$ cat config.mk
export PLATFORM = sky130hd
export DESIGN_NAME = operator_precedence_parser_core
export DESIGN_NICKNAME = d
export VERILOG_FILES = /design/src/hw/rtl/opp_pkg.sv /design/src/hw/rtl/opp_stack_mem.sv /design/src/hw/rtl/opp_cfg.sv /design/src/hw/rtl/opp_ctrl.sv /design/src/hw/rtl/operator_precedence_parser_core.sv
export SDC_FILE = /design/constraint.sdc
export NUM_CORES = 1
export LEC_CHECK = 0
export ABC_AREA = 1
export BUFFER_PORTS_ARGS = -buffer_cell sky130_fd_sc_hd__buf_4
export CAP_MARGIN = 15
export CORE_AREA = 5 5 139 208
export CTS_BUF_LIST = sky130_fd_sc_hd__clkbuf_8
export DETAILED_ROUTE_END_ITERATION = 8
export DIE_AREA = 0 0 144 213
export PLACE_DENSITY = 0.79
export SYNTH_ARGS = -nofsm -noshare
export SYNTH_HDL_FRONTEND = slang
export SYNTH_SLANG_ARGS = --single-unit
$ cat constraint.sdc
create_clock -name aclk -period 3.35 [get_ports aclk]
set_clock_uncertainty 0.2 [all_clocks]
set_input_delay 0.1675 -clock aclk [delete_from_list [all_inputs] [get_ports aclk]]
set_output_delay 0.1675 -clock aclk [all_outputs]
set_load 0.05 [all_outputs]
$ cat src/hw/rtl/opp_pkg.sv
// ----------------------------------------------------------------------------
// opp_pkg
// shared constants, codes and types of the operator precedence parser
// ----------------------------------------------------------------------------
`timescale 1ns / 1ps

package opp_pkg;

    localparam int STACK_DEPTH = 32;
    localparam int POS_W       = $clog2(STACK_DEPTH);
    localparam int CNT_W       = $clog2(STACK_DEPTH + 1);
    localparam int DEPTH_W     = 6;
    localparam int TOKEN_W     = 2;
    localparam int ACTION_W    = 3;
    localparam int S_DATA_W    = 8;
    localparam int M_DATA_W    = 16;
    localparam int PADDR_W     = 3;
    localparam int PDATA_W     = 32;

    localparam logic [PADDR_W-3:0] REG_PREC_TABLE = '0;

    localparam logic [TOKEN_W-1:0] SYM_ID    = 2'd0;
    localparam logic [TOKEN_W-1:0] SYM_PLUS  = 2'd1;
    localparam logic [TOKEN_W-1:0] SYM_TIMES = 2'd2;
    localparam logic [TOKEN_W-1:0] SYM_END   = 2'd3;

    localparam logic [1:0] CODE_LOWER   = 2'd1;
    localparam logic [1:0] CODE_GREATER = 2'd2;

    typedef enum logic [ACTION_W-1:0] {
        ACT_SHIFT     = 3'd0,
        ACT_RED_ID    = 3'd1,
        ACT_RED_PLUS  = 3'd2,
        ACT_RED_TIMES = 3'd3,
        ACT_ACCEPT    = 3'd4,
        ACT_ERROR     = 3'd5,
        ACT_OVERFLOW  = 3'd6
    } action_t;

    // link kept with each pushed terminal: the top terminal below it
    typedef struct packed {
        logic [POS_W-1:0]   pos;
        logic [TOKEN_W-1:0] sym;
    } stk_entry_t;

    typedef struct packed {
        logic              en;
        logic [POS_W-1:0]  addr;
        stk_entry_t        data;
    } stk_wr_t;

endpackage

$ cat src/hw/rtl/opp_stack_mem.sv
// ----------------------------------------------------------------------------
// opp_stack_mem
// symbol stack memory, one write port and one registered read port
// ----------------------------------------------------------------------------
`timescale 1ns / 1ps

module opp_stack_mem (
    input  logic                     aclk,
    input  opp_pkg::stk_wr_t         wr,
    input  logic [opp_pkg::POS_W-1:0] raddr,
    output opp_pkg::stk_entry_t      rdata
);
    import opp_pkg::*;

    stk_entry_t mem [STACK_DEPTH];
    stk_entry_t rdata_reg;

    always_ff @(posedge aclk) begin
        if (wr.en) begin
            mem[wr.addr] <= wr.data;
        end
        rdata_reg <= mem[raddr];
    end

    assign rdata = rdata_reg;

endmodule

$ cat src/hw/rtl/opp_cfg.sv
// ----------------------------------------------------------------------------
// opp_cfg
// register port holding the precedence table
// ----------------------------------------------------------------------------
`timescale 1ns / 1ps

module opp_cfg (
    input  logic                        aclk,
    input  logic                        aresetn,
    input  logic                        psel,
    input  logic                        penable,
    input  logic                        pwrite,
    input  logic [opp_pkg::PADDR_W-1:0] paddr,
    input  logic [opp_pkg::PDATA_W-1:0] pwdata,
    output logic [opp_pkg::PDATA_W-1:0] prdata,
    output logic                        pready,
    output logic [31:0]                 prec_table
);
    import opp_pkg::*;

    logic [31:0]         prec_table_reg;
    logic [PADDR_W-3:0]  reg_idx;
    logic                wr_en;

    assign reg_idx = paddr[PADDR_W-1:2];
    assign pready  = 1'b1;
    assign wr_en   = psel && penable && pwrite && pready && (reg_idx == REG_PREC_TABLE);

    always_ff @(posedge aclk) begin
        if (!aresetn) begin
            prec_table_reg <= '0;
        end else if (wr_en) begin
            prec_table_reg <= pwdata;
        end
    end

    assign prdata     = (reg_idx == REG_PREC_TABLE) ? prec_table_reg : '0;
    assign prec_table = prec_table_reg;

endmodule

$ cat src/hw/rtl/opp_ctrl.sv
// ----------------------------------------------------------------------------
// opp_ctrl
// parse sequencer: table lookup, shift and reduce, result register
// ----------------------------------------------------------------------------
`timescale 1ns / 1ps

module opp_ctrl (
    input  logic                         aclk,
    input  logic                         aresetn,
    input  logic                         s_valid,
    output logic                         s_ready,
    input  logic [opp_pkg::TOKEN_W-1:0]  s_token,
    input  logic [31:0]                  prec_table,
    output opp_pkg::stk_wr_t             mem_wr,
    output logic [opp_pkg::POS_W-1:0]    mem_raddr,
    input  opp_pkg::stk_entry_t          mem_rdata,
    output logic                         m_valid,
    input  logic                         m_ready,
    output logic [opp_pkg::ACTION_W-1:0] m_action,
    output logic [opp_pkg::DEPTH_W-1:0]  m_depth,
    output logic                         m_last
);
    import opp_pkg::*;

    typedef enum logic [2:0] {
        ST_IDLE  = 3'b001,
        ST_EVAL  = 3'b010,
        ST_APPLY = 3'b100
    } state_t;

    state_t              state_reg, state_next;
    logic [TOKEN_W-1:0]  tok_reg, tok_next;
    logic [CNT_W-1:0]    count_reg, count_next;
    logic [POS_W-1:0]    tt_pos_reg, tt_pos_next;
    logic [TOKEN_W-1:0]  tt_sym_reg, tt_sym_next;
    logic [POS_W-1:0]    k_reg, k_next;
    logic                m_valid_reg, m_valid_next;
    action_t             m_action_reg, m_action_next;
    logic [DEPTH_W-1:0]  m_depth_reg, m_depth_next;
    logic                m_last_reg, m_last_next;

    logic                out_free;
    logic [1:0]          code;
    logic                accept_form;
    logic                id_ok;
    logic                op_ok;

    assign out_free    = !m_valid_reg || m_ready;
    assign code        = prec_table[{tt_sym_reg, tok_reg, 1'b0} +: 2];
    assign accept_form = (tok_reg == SYM_END) && (count_reg == CNT_W'(2)) &&
                         (tt_pos_reg == '0);
    assign id_ok       = (tt_sym_reg == SYM_ID) &&
                         (CNT_W'(tt_pos_reg) + CNT_W'(1) == count_reg);
    assign op_ok       = ((tt_sym_reg == SYM_PLUS) || (tt_sym_reg == SYM_TIMES)) &&
                         (CNT_W'(tt_pos_reg) + CNT_W'(2) == count_reg);

    always_comb begin
        state_next    = state_reg;
        tok_next      = tok_reg;
        count_next    = count_reg;
        tt_pos_next   = tt_pos_reg;
        tt_sym_next   = tt_sym_reg;
        k_next        = k_reg;
        m_valid_next  = m_valid_reg && !m_ready;
        m_action_next = m_action_reg;
        m_depth_next  = m_depth_reg;
        m_last_next   = m_last_reg;
        mem_wr        = '0;

        case (state_reg)
            ST_IDLE: begin
                if (s_valid) begin
                    tok_next   = s_token;
                    k_next     = '0;
                    state_next = ST_EVAL;
                end
            end
            ST_EVAL: begin
                if (out_free) begin
                    if (accept_form || k_reg == POS_W'(STACK_DEPTH - 1) ||
                        (code == CODE_LOWER && count_reg >= CNT_W'(STACK_DEPTH)) ||
                        !((code == CODE_LOWER) ||
                          (code == CODE_GREATER && (id_ok || op_ok)))) begin
                        // terminal result with restart
                        m_valid_next  = 1'b1;
                        m_depth_next  = DEPTH_W'(1);
                        m_last_next   = 1'b1;
                        if (accept_form) begin
                            m_action_next = ACT_ACCEPT;
                        end else if (k_reg != POS_W'(STACK_DEPTH - 1) &&
                                     code == CODE_LOWER) begin
                            m_action_next = ACT_OVERFLOW;
                        end else begin
                            m_action_next = ACT_ERROR;
                        end
                        count_next  = CNT_W'(1);
                        tt_pos_next = '0;
                        tt_sym_next = SYM_END;
                        state_next  = ST_IDLE;
                    end else if (code == CODE_LOWER) begin
                        mem_wr.en       = 1'b1;
                        mem_wr.addr     = count_reg[POS_W-1:0];
                        mem_wr.data.pos = tt_pos_reg;
                        mem_wr.data.sym = tt_sym_reg;
                        tt_pos_next     = count_reg[POS_W-1:0];
                        tt_sym_next     = tok_reg;
                        count_next      = count_reg + CNT_W'(1);
                        m_valid_next    = 1'b1;
                        m_action_next   = ACT_SHIFT;
                        m_depth_next    = DEPTH_W'(count_reg + CNT_W'(1));
                        m_last_next     = 1'b1;
                        state_next      = ST_IDLE;
                    end else begin
                        state_next = ST_APPLY;
                    end
                end
            end
            ST_APPLY: begin
                if (out_free) begin
                    m_valid_next = 1'b1;
                    if (tt_sym_reg == SYM_ID) begin
                        m_action_next = ACT_RED_ID;
                        m_depth_next  = DEPTH_W'(count_reg);
                        m_last_next   = 1'b0;
                        tt_pos_next   = mem_rdata.pos;
                        tt_sym_next   = mem_rdata.sym;
                        k_next        = k_reg + POS_W'(1);
                        state_next    = ST_EVAL;
                    end else if (mem_rdata.pos == tt_pos_reg - POS_W'(1)) begin
                        // no E directly below the operator
                        m_action_next = ACT_ERROR;
                        m_depth_next  = DEPTH_W'(1);
                        m_last_next   = 1'b1;
                        count_next    = CNT_W'(1);
                        tt_pos_next   = '0;
                        tt_sym_next   = SYM_END;
                        state_next    = ST_IDLE;
                    end else begin
                        m_action_next = (tt_sym_reg == SYM_PLUS) ? ACT_RED_PLUS
                                                                 : ACT_RED_TIMES;
                        count_next    = count_reg - CNT_W'(2);
                        m_depth_next  = DEPTH_W'(count_reg - CNT_W'(2));
                        m_last_next   = 1'b0;
                        tt_pos_next   = mem_rdata.pos;
                        tt_sym_next   = mem_rdata.sym;
                        k_next        = k_reg + POS_W'(1);
                        state_next    = ST_EVAL;
                    end
                end
            end
            default: begin
                state_next = ST_IDLE;
            end
        endcase
    end

    always_ff @(posedge aclk) begin
        if (!aresetn) begin
            state_reg   <= ST_IDLE;
            count_reg   <= CNT_W'(1);
            tt_pos_reg  <= '0;
            tt_sym_reg  <= SYM_END;
            k_reg       <= '0;
            m_valid_reg <= 1'b0;
        end else begin
            state_reg   <= state_next;
            count_reg   <= count_next;
            tt_pos_reg  <= tt_pos_next;
            tt_sym_reg  <= tt_sym_next;
            k_reg       <= k_next;
            m_valid_reg <= m_valid_next;
        end
    end

    always_ff @(posedge aclk) begin
        tok_reg      <= tok_next;
        m_action_reg <= m_action_next;
        m_depth_reg  <= m_depth_next;
        m_last_reg   <= m_last_next;
    end

    assign s_ready   = (state_reg == ST_IDLE);
    assign mem_raddr = tt_pos_reg;
    assign m_valid   = m_valid_reg;
    assign m_action  = m_action_reg;
    assign m_depth   = m_depth_reg;
    assign m_last    = m_last_reg;

endmodule

$ cat src/hw/rtl/operator_precedence_parser_core.sv
// ----------------------------------------------------------------------------
// operator_precedence_parser_core
// shift-reduce parser for E -> id | E+E | E*E with a programmable table
// timing: after a token request is accepted the first result is registered out
// of EVAL, or out of APPLY when the first step is a reduce; output stalls hold both
// throughput: one token at a time, each an EVAL pass plus an EVAL and APPLY pass
// per reduction with one stack memory read, sequenced by the parse state machine
// reset: stack holds the end marker only, precedence table cleared,
// no clearing pass over the stack memory
// ----------------------------------------------------------------------------
`timescale 1ns / 1ps

module operator_precedence_parser_core (
    input  logic                         aclk,
    input  logic                         aresetn,
    input  logic                         s_tvalid,
    output logic                         s_tready,
    input  logic [opp_pkg::S_DATA_W-1:0] s_tdata,   // token[1:0], zero fill
    output logic                         m_tvalid,
    input  logic                         m_tready,
    output logic [opp_pkg::M_DATA_W-1:0] m_tdata,   // action[2:0], depth_after[8:3]
    output logic                         m_tlast,
    input  logic                         psel,
    input  logic                         penable,
    input  logic                         pwrite,
    input  logic [opp_pkg::PADDR_W-1:0]  paddr,
    input  logic [opp_pkg::PDATA_W-1:0]  pwdata,
    output logic [opp_pkg::PDATA_W-1:0]  prdata,
    output logic                         pready
);
    import opp_pkg::*;

    logic [31:0]          prec_table;
    stk_wr_t              mem_wr;
    logic [POS_W-1:0]     mem_raddr;
    stk_entry_t           mem_rdata;
    logic [ACTION_W-1:0]  m_action;
    logic [DEPTH_W-1:0]   m_depth;

    opp_cfg u_cfg (
        .aclk       (aclk),
        .aresetn    (aresetn),
        .psel       (psel),
        .penable    (penable),
        .pwrite     (pwrite),
        .paddr      (paddr),
        .pwdata     (pwdata),
        .prdata     (prdata),
        .pready     (pready),
        .prec_table (prec_table)
    );

    opp_stack_mem u_stack (
        .aclk  (aclk),
        .wr    (mem_wr),
        .raddr (mem_raddr),
        .rdata (mem_rdata)
    );

    opp_ctrl u_ctrl (
        .aclk       (aclk),
        .aresetn    (aresetn),
        .s_valid    (s_tvalid),
        .s_ready    (s_tready),
        .s_token    (s_tdata[TOKEN_W-1:0]),
        .prec_table (prec_table),
        .mem_wr     (mem_wr),
        .mem_raddr  (mem_raddr),
        .mem_rdata  (mem_rdata),
        .m_valid    (m_tvalid),
        .m_ready    (m_tready),
        .m_action   (m_action),
        .m_depth    (m_depth),
        .m_last     (m_tlast)
    );

    assign m_tdata = {{(M_DATA_W - ACTION_W - DEPTH_W){1'b0}}, m_depth, m_action};

`ifndef SYNTH
    // final result of a token is exactly shift, accept, error or overflow
    a_last_kind: assert property (@(posedge aclk) disable iff (!aresetn)
        m_tvalid |-> (m_tlast == ((m_action == ACT_SHIFT) || (m_action == ACT_ACCEPT) ||
                                  (m_action == ACT_ERROR) || (m_action == ACT_OVERFLOW))))
        else $error("tlast does not match action kind");

    // restart leaves only the bottom marker
    a_restart_depth: assert property (@(posedge aclk) disable iff (!aresetn)
        (m_tvalid && ((m_action == ACT_ACCEPT) || (m_action == ACT_ERROR) ||
                      (m_action == ACT_OVERFLOW))) |-> (m_depth == DEPTH_W'(1)))
        else $error("restart result with depth other than one");

    // one token at a time
    a_one_token: assert property (@(posedge aclk) disable iff (!aresetn)
        (s_tvalid && s_tready) |=> !s_tready)
        else $error("token request taken while parse in progress");

    // no stack write when the stack is full
    a_no_overfill: assert property (@(posedge aclk) disable iff (!aresetn)
        mem_wr.en |-> (mem_wr.addr != '0))
        else $error("stack write over bottom marker");
`endif

endmodule

## Yosys cells after proc, flatten, opt, wreduce, memory -nomap -nowiden

Memories as Yosys holds them, arrays and structs flattened. A register that Yosys moved wholly into a read port is not among the register bits.
Cells that the tools add are included.

- Register bits: 66
- Latch bits: 0
- Bits in writable memories: 224
- Bits in read-only memories: 0
- Bits of input ports: 50
- Word-level logic and storage cells: 132
- Memories kept: 1

- Add/sub/neg operators: 6
- Multipliers: 0
- Divide/modulo/power cells: 0
- Order comparisons: 1
- Eq/ne operators: 19
- Shift operators: 1
- Multiplexer cells: 63
- Bitwise logic cells: 1
- Reductions and logical operators: 29

Memories:

| memory | depth | width | read ports | clocked after memory_dff | write ports | line | RTL |
|---|---|---|---|---|---|---|---|
| u_stack.mem | 32 | 7 | 1 | 1 | 1 | opp_stack_mem.sv:15 | `stk_entry_t mem [STACK_DEPTH];` |

Operators with widths:

| cell | number |
|---|---|
| 13-bit 2-to-1 mux | 4 |
| 5-bit 2-to-1 mux | 10 |
| 3-bit 2-to-1 mux | 13 |
| 6-bit 2-to-1 mux | 6 |
| 32-bit 2-to-1 mux | 1 |
| 32-bit by 6-bit variable part select with 2-bit output | 1 |
| 5-bit case mux with 2 select lines | 2 |
| 2-bit 2-to-1 mux | 8 |
| 1-bit 2-to-1 mux | 13 |
| 6-bit equality test | 2 |
| 6-bit case mux with 2 select lines | 1 |
| 1-bit logical AND | 11 |
| 3-bit case mux with 3 select lines | 1 |
| 4-bit AND reduction | 2 |
| 1-bit logical OR | 7 |
| 5-bit by 1-bit adder with 6-bit output (second input constant) | 1 |
| 5-bit by 2-bit adder with 6-bit output (second input constant) | 1 |
| 6-bit by 1-bit adder with 6-bit output (second input constant) | 1 |
| 2-bit equality test (second input constant) | 3 |
| 6-bit by 2-bit equality test with 1-bit output (second input constant) | 1 |
| 6-bit >= comparator (second input constant) | 1 |
| 3-bit case mux with 2 select lines | 1 |
| 6-bit by 2-bit subtractor with 6-bit output (second input constant) | 1 |
| 5-bit by 1-bit adder with 5-bit output (second input constant) | 1 |
| 21 further kinds | 27 |

## Longest topological paths before layout

- Depth in word-level cells: 13
- Gate-level depth with buffers: 19
- Depth with buffers taken out: 15

## Cells and area by module

A second synthesis with hierarchy kept.

- Cells, all modules: 1563
- Area total of the unflattened synthesis: 14103.5 sq um

Modules (own cells, without submodules):

| module | instances | cells each | area an instance (sq um) | sequential area each (sq um) |
|---|---|---|---|---|
| opp_stack_mem | 1 | 813 | 9416.5 | 6866.6 |
| opp_ctrl | 1 | 461 | 2945.3 | 800.8 |
| opp_cfg | 1 | 281 | 1685.4 | 640.6 |
| operator_precedence_parser_core | 1 | 8 | 56.3 | 0.0 |

## Worst setup path after synthesis

Ideal clock, no wire load.

- Kind: flip-flop to flip-flop
- Start point: reg u_ctrl.tt_pos_reg[1] (netlist: u_ctrl.mem_raddr[1])
- End point: mem u_stack.mem[0][0] (netlist bit) (data pin)
- Library setup time: 0.351 ns
- Data arrival time: 2.718 ns
- Setup slack: 0.081 ns
- Cell stages (with the launch flop): 14
- Path buffers: 3
- Period minus slack after synthesis: 3.269 ns
- Cell sequence: dfxtp_1 -> buf_2 -> inv_1 -> clkbuf_1 -> clkbuf_1 -> ha_1 -> nand3_1 -> nor4_1 -> and2_0 -> nor2_1 -> nand2_4 -> nor2_8 -> inv_4 -> nor2_1

RTL lines:

| element | line | RTL |
|---|---|---|
| start, declared | opp_ctrl.sv:34 | `logic [POS_W-1:0] tt_pos_reg, tt_pos_next;` |
| start signal, assigned | opp_ctrl.sv:168 | `tt_pos_reg <= tt_pos_next;` |
| end, declared | opp_stack_mem.sv:15 |  |

## Final worst setup path

- Start point: reg u_ctrl.tok_reg[0]
- End point: mem u_stack.mem[18][5] (netlist bit), enable pin

- Longest elaborated chain between the ends: 11

Ends and longest elaborated chain:

| element | line | RTL |
|---|---|---|
| start, declared | opp_ctrl.sv:32 | `logic [TOKEN_W-1:0] tok_reg, tok_next;` |
| start signal, assigned | opp_ctrl.sv:176 | `tok_reg <= tok_next;` |
| 32-bit by 6-bit variable part select with 2-bit output / 2-bit equality test (equally long branches) | opp_ctrl.sv:49, opp_ctrl.sv:50 |  |
| 2-bit equality test / 1-bit logical AND (equally long branches) | opp_ctrl.sv:83, opp_ctrl.sv:50 |  |
| 1-bit logical AND, on equally long branches | opp_ctrl.sv:83, opp_ctrl.sv:50 |  |
| 1-bit logical OR, on equally long branches | opp_ctrl.sv:82, opp_ctrl.sv:80 |  |
| 1-bit logical NOT / 1-bit logical OR (equally long branches) | opp_ctrl.sv:82, opp_ctrl.sv:80 |  |
| 1-bit logical OR | opp_ctrl.sv:81 | `(code == CODE_LOWER && count_reg >= CNT_W'(STACK_DEPTH)) \|\|` |
| 13-bit 2-to-1 mux * | opp_ctrl.sv:80 | `if (accept_form \|\| k_reg == POS_W'(STACK_DEPTH - 1) \|\|` |
| 13-bit 2-to-1 mux * | opp_ctrl.sv:79 | `if (out_free) begin` |
| 13-bit 2-to-1 mux * | opp_ctrl.sv:70 | `case (state_reg)` |
| 1-bit 2-to-1 mux | opp_stack_mem.sv:19 | `if (wr.en) begin` |
| 1-bit 2-to-1 mux (not written as such) | opp_stack_mem.sv:20 | `mem[wr.addr] <= wr.data;` |

Mark *: on every way between the ends. The rest lies on a longest branch, timed or not.

==> flow_summary.toml <==
[status]
outcome = "complete, no violations"

[power_and_ir_drop]
power_density_nw_per_um2 = 611
peakVddDrop_uv = 285
p_leak_nw = 6.56
pwr-share-seq_pct = 43.0
p_int_mw = 6.47
pwr-share-comb_pct = 29.8
sw_frac_of_total_pct = 34.3
p_sw_mw = 3.37
pwr-share-clk_pct = 27.2

[sta]
max_slew_margin_pct = 32.2
post-route-period-util_pct = 96.3
rsz0062_at_grt = "no"
hold_ws_ns = 0.134
worstMarginPinSlew_ns = 1.01
fin_crit_ns = 3.22
drv_slew = 0
finalSetupViolCount = 0
hold_viol = 0
setup_ws_ns = 0.125
setup_tns_ns = 0
max_freq_mhz = 310

[setup_path]
timing.rr.end = "u_stack.mem[18][5]"
r2r_cells = 15
required_ns = 3.39
crit_path_start_kind = "flop"
cp_data_arrival_time_ns = 3.27
path_class = "flop to flop"
rrSetupSlack_ns = 0.13
cp-end-kind = "flop"
r2r-start = "u_ctrl.tok_reg[0]"
critPathMaxFanout = 17

[placement]
hpwlAfterDp_um = 22300
dp_slack_ns = 0.209
port_buffers = 85
dp.cells = 1740
routabilityCongestion = 0.913

[job]
drv_cap = 0

[detailed_routing]
firstDrtPassIters = 6
num_vias = 10600
dr.first_iter.drc_count = 1041
ant_nets = 0
drc = 0
wl_um = 35300
wl_per_cell_um = 18.7
viasPerCell = 5.62

[clocking]
cts-root-buf = "clkbuf_8"
cts_max_path_buffers = 3
insertion_delay_ns = 0.55
cts_resized = 0
cts_tree = "done"
clkSlewWorstSetupHoldPaths_ns = 0.07
cts.sinks = 297
cts_made_buffers = 41
htree_num_levels = 2

[die]
die_h_um = 213
design.die.area_um2 = 30700
die_w_um = 144
initial_core_util_pct = 49.2
rows = 74
pin_count = 102
fp.coreArea_um2 = 26900

[cells_and_area]
final_util_pct = 59.8
finalNonFillerCells = 1882
antenna_cells = 0
drive_gt1_share_pct = 17.9
fin_nets = 1575
largest_reg_flops = 224
syn_to_final_growth_pct = 21.6

[global_routing]
grt_pass1_wl_um = 54500
grt_start_max_net_pins = 83
overflow = 0
antenna_found_initial = 0
grt_use_total_pct = 22.7
grt_pass1_vias = 10500

[synth]
ys_types = 47
synthArstFlopShare_pct = 0
yosysMostFrequentCell = "edfxtp_1"
yosys-top-cells-count = "edfxtp_1 (236), nor2_1 (216), nand2_1 (198), o21ai_0 (140), a21oi_1 (64)"
synth_ff_type = "edfxtp_1"
synthesis.area_um2 = 13300
syn_area_per_cell_um2 = 10.2
synth.area.top_cells = "edfxtp_1 (53%), dfxtp_1 (9.2%), nor2_1 (6.1%), nand2_1 (5.6%), o21ai_0 (5.3%)"
yosysTopAreaCell = "edfxtp_1"
seq_area_frac_synth_pct = 62.7
synth_warnings = 0
syn_inst = 1301
synth_edf_count = 236
synth_top_area_share_pct = 53.5
ys_ff_latch = 297

[worst_hold_path]
hold_depth = 2
holdPathEnd = "u_ctrl.tok_reg[0]"
min-delay-start = "s_tdata[0]"
hp-class = "primary input to flop"
per-stage QoR:
stage	total power, mW	cell area, um2
after floorplan	6.24	13300
after global placement	7.05	14600
after detailed placement	7.11	14600
after CTS	9.84	16100
after global routing	10.3	16100
final	9.84	16100
layout by cell type, fill, tap and decap left out, drive strengths merged, types with 61 or more instances in the layout:
| master | instances |
|---|---|
| nor2 | 220 |
| dfxtp | 61 |
| inv | 80 |
| o21ai | 140 |
| dlygate4sd3 | 69 |
| nand3 | 64 |
| buf | 173 |
| nand2 | 209 |
| edfxtp | 236 |
| a21oi | 64 |
power groups by stage:
| stage | clock network, mW | logic [mW] | registers, mW |
|---|---|---|---|
| 3_3_place_gp | 0 | 2.75 | 4.30 |
| 2_1_floorplan | 0 | 1.94 | 4.30 |
| 5_1_grt | 2.89 | 3.20 | 4.24 |
| 6_report | 2.68 | 2.94 | 4.23 |
| 4_1_cts | 2.73 | 2.88 | 4.23 |
| 3_5_place_dp | 0 | 2.81 | 4.30 |
worst max path at each step:
stage / start / end
3_3_place_gp: u_ctrl.tok_reg[0] / u_stack.mem[30][0]
2_1_floorplan: u_ctrl.mem_raddr[1] / u_stack.mem[0][0]
5_1_grt: u_ctrl.tok_reg[0] / u_stack.mem[14][2]
3_5_place_dp: u_ctrl.tok_reg[0] / u_stack.mem[18][6]
6_report: u_ctrl.tok_reg[0] / u_stack.mem[18][5]
4_1_cts: u_ctrl.tok_reg[0] / u_stack.mem[18][5]
cell families after synthesis:
logic type,share of synthesized area (%)
compound gates,11.5
xor+xnor,1.12
fa+ha+maj,1.42
buf+inv,5.22
flops,62.7
mux,0.604
other cells,0.0567
simple gates,17.4
critical path: stages (launching register included):
cell,delay (ns)
edfxtp_1,0.61
inv_4,0.26
nand2_1,0.10
nand3_1,0.07
nand3_1,0.11
nand3_1,0.12
nand2_2,0.08
inv_2,0.08
nand2_4,0.08
inv_2,0.07
nand3_4,0.08
nor2_8,0.15
nand3_1,0.32
buf_4,0.29
nor2_1,0.10
buf_4,0.19
per-layer routing:
metal / GRT usage (%) / part of all wire, %
met1: 25.6 / 36
met2: 41.1 / 51
met3: 3.07 / 7.7
met4: 12.5 / 5.4
met5: 0 / 0
area by class of cell:
cell class	count	area, um2
clock buffers	44	606
clock inverters	29	176
inverters	75	289
fillers	2041	10800
repair buffers	242	2010
well taps	342	428
flip-flops and latches	297	8310
multi-input cells	853	4300
what timing repair did:
item                      CTS  global route
hold endpoints to repair   58             0
hold buffers               69             0
buffers inserted            0             0
No activity file was read; power rests on OpenSTA's default activity.
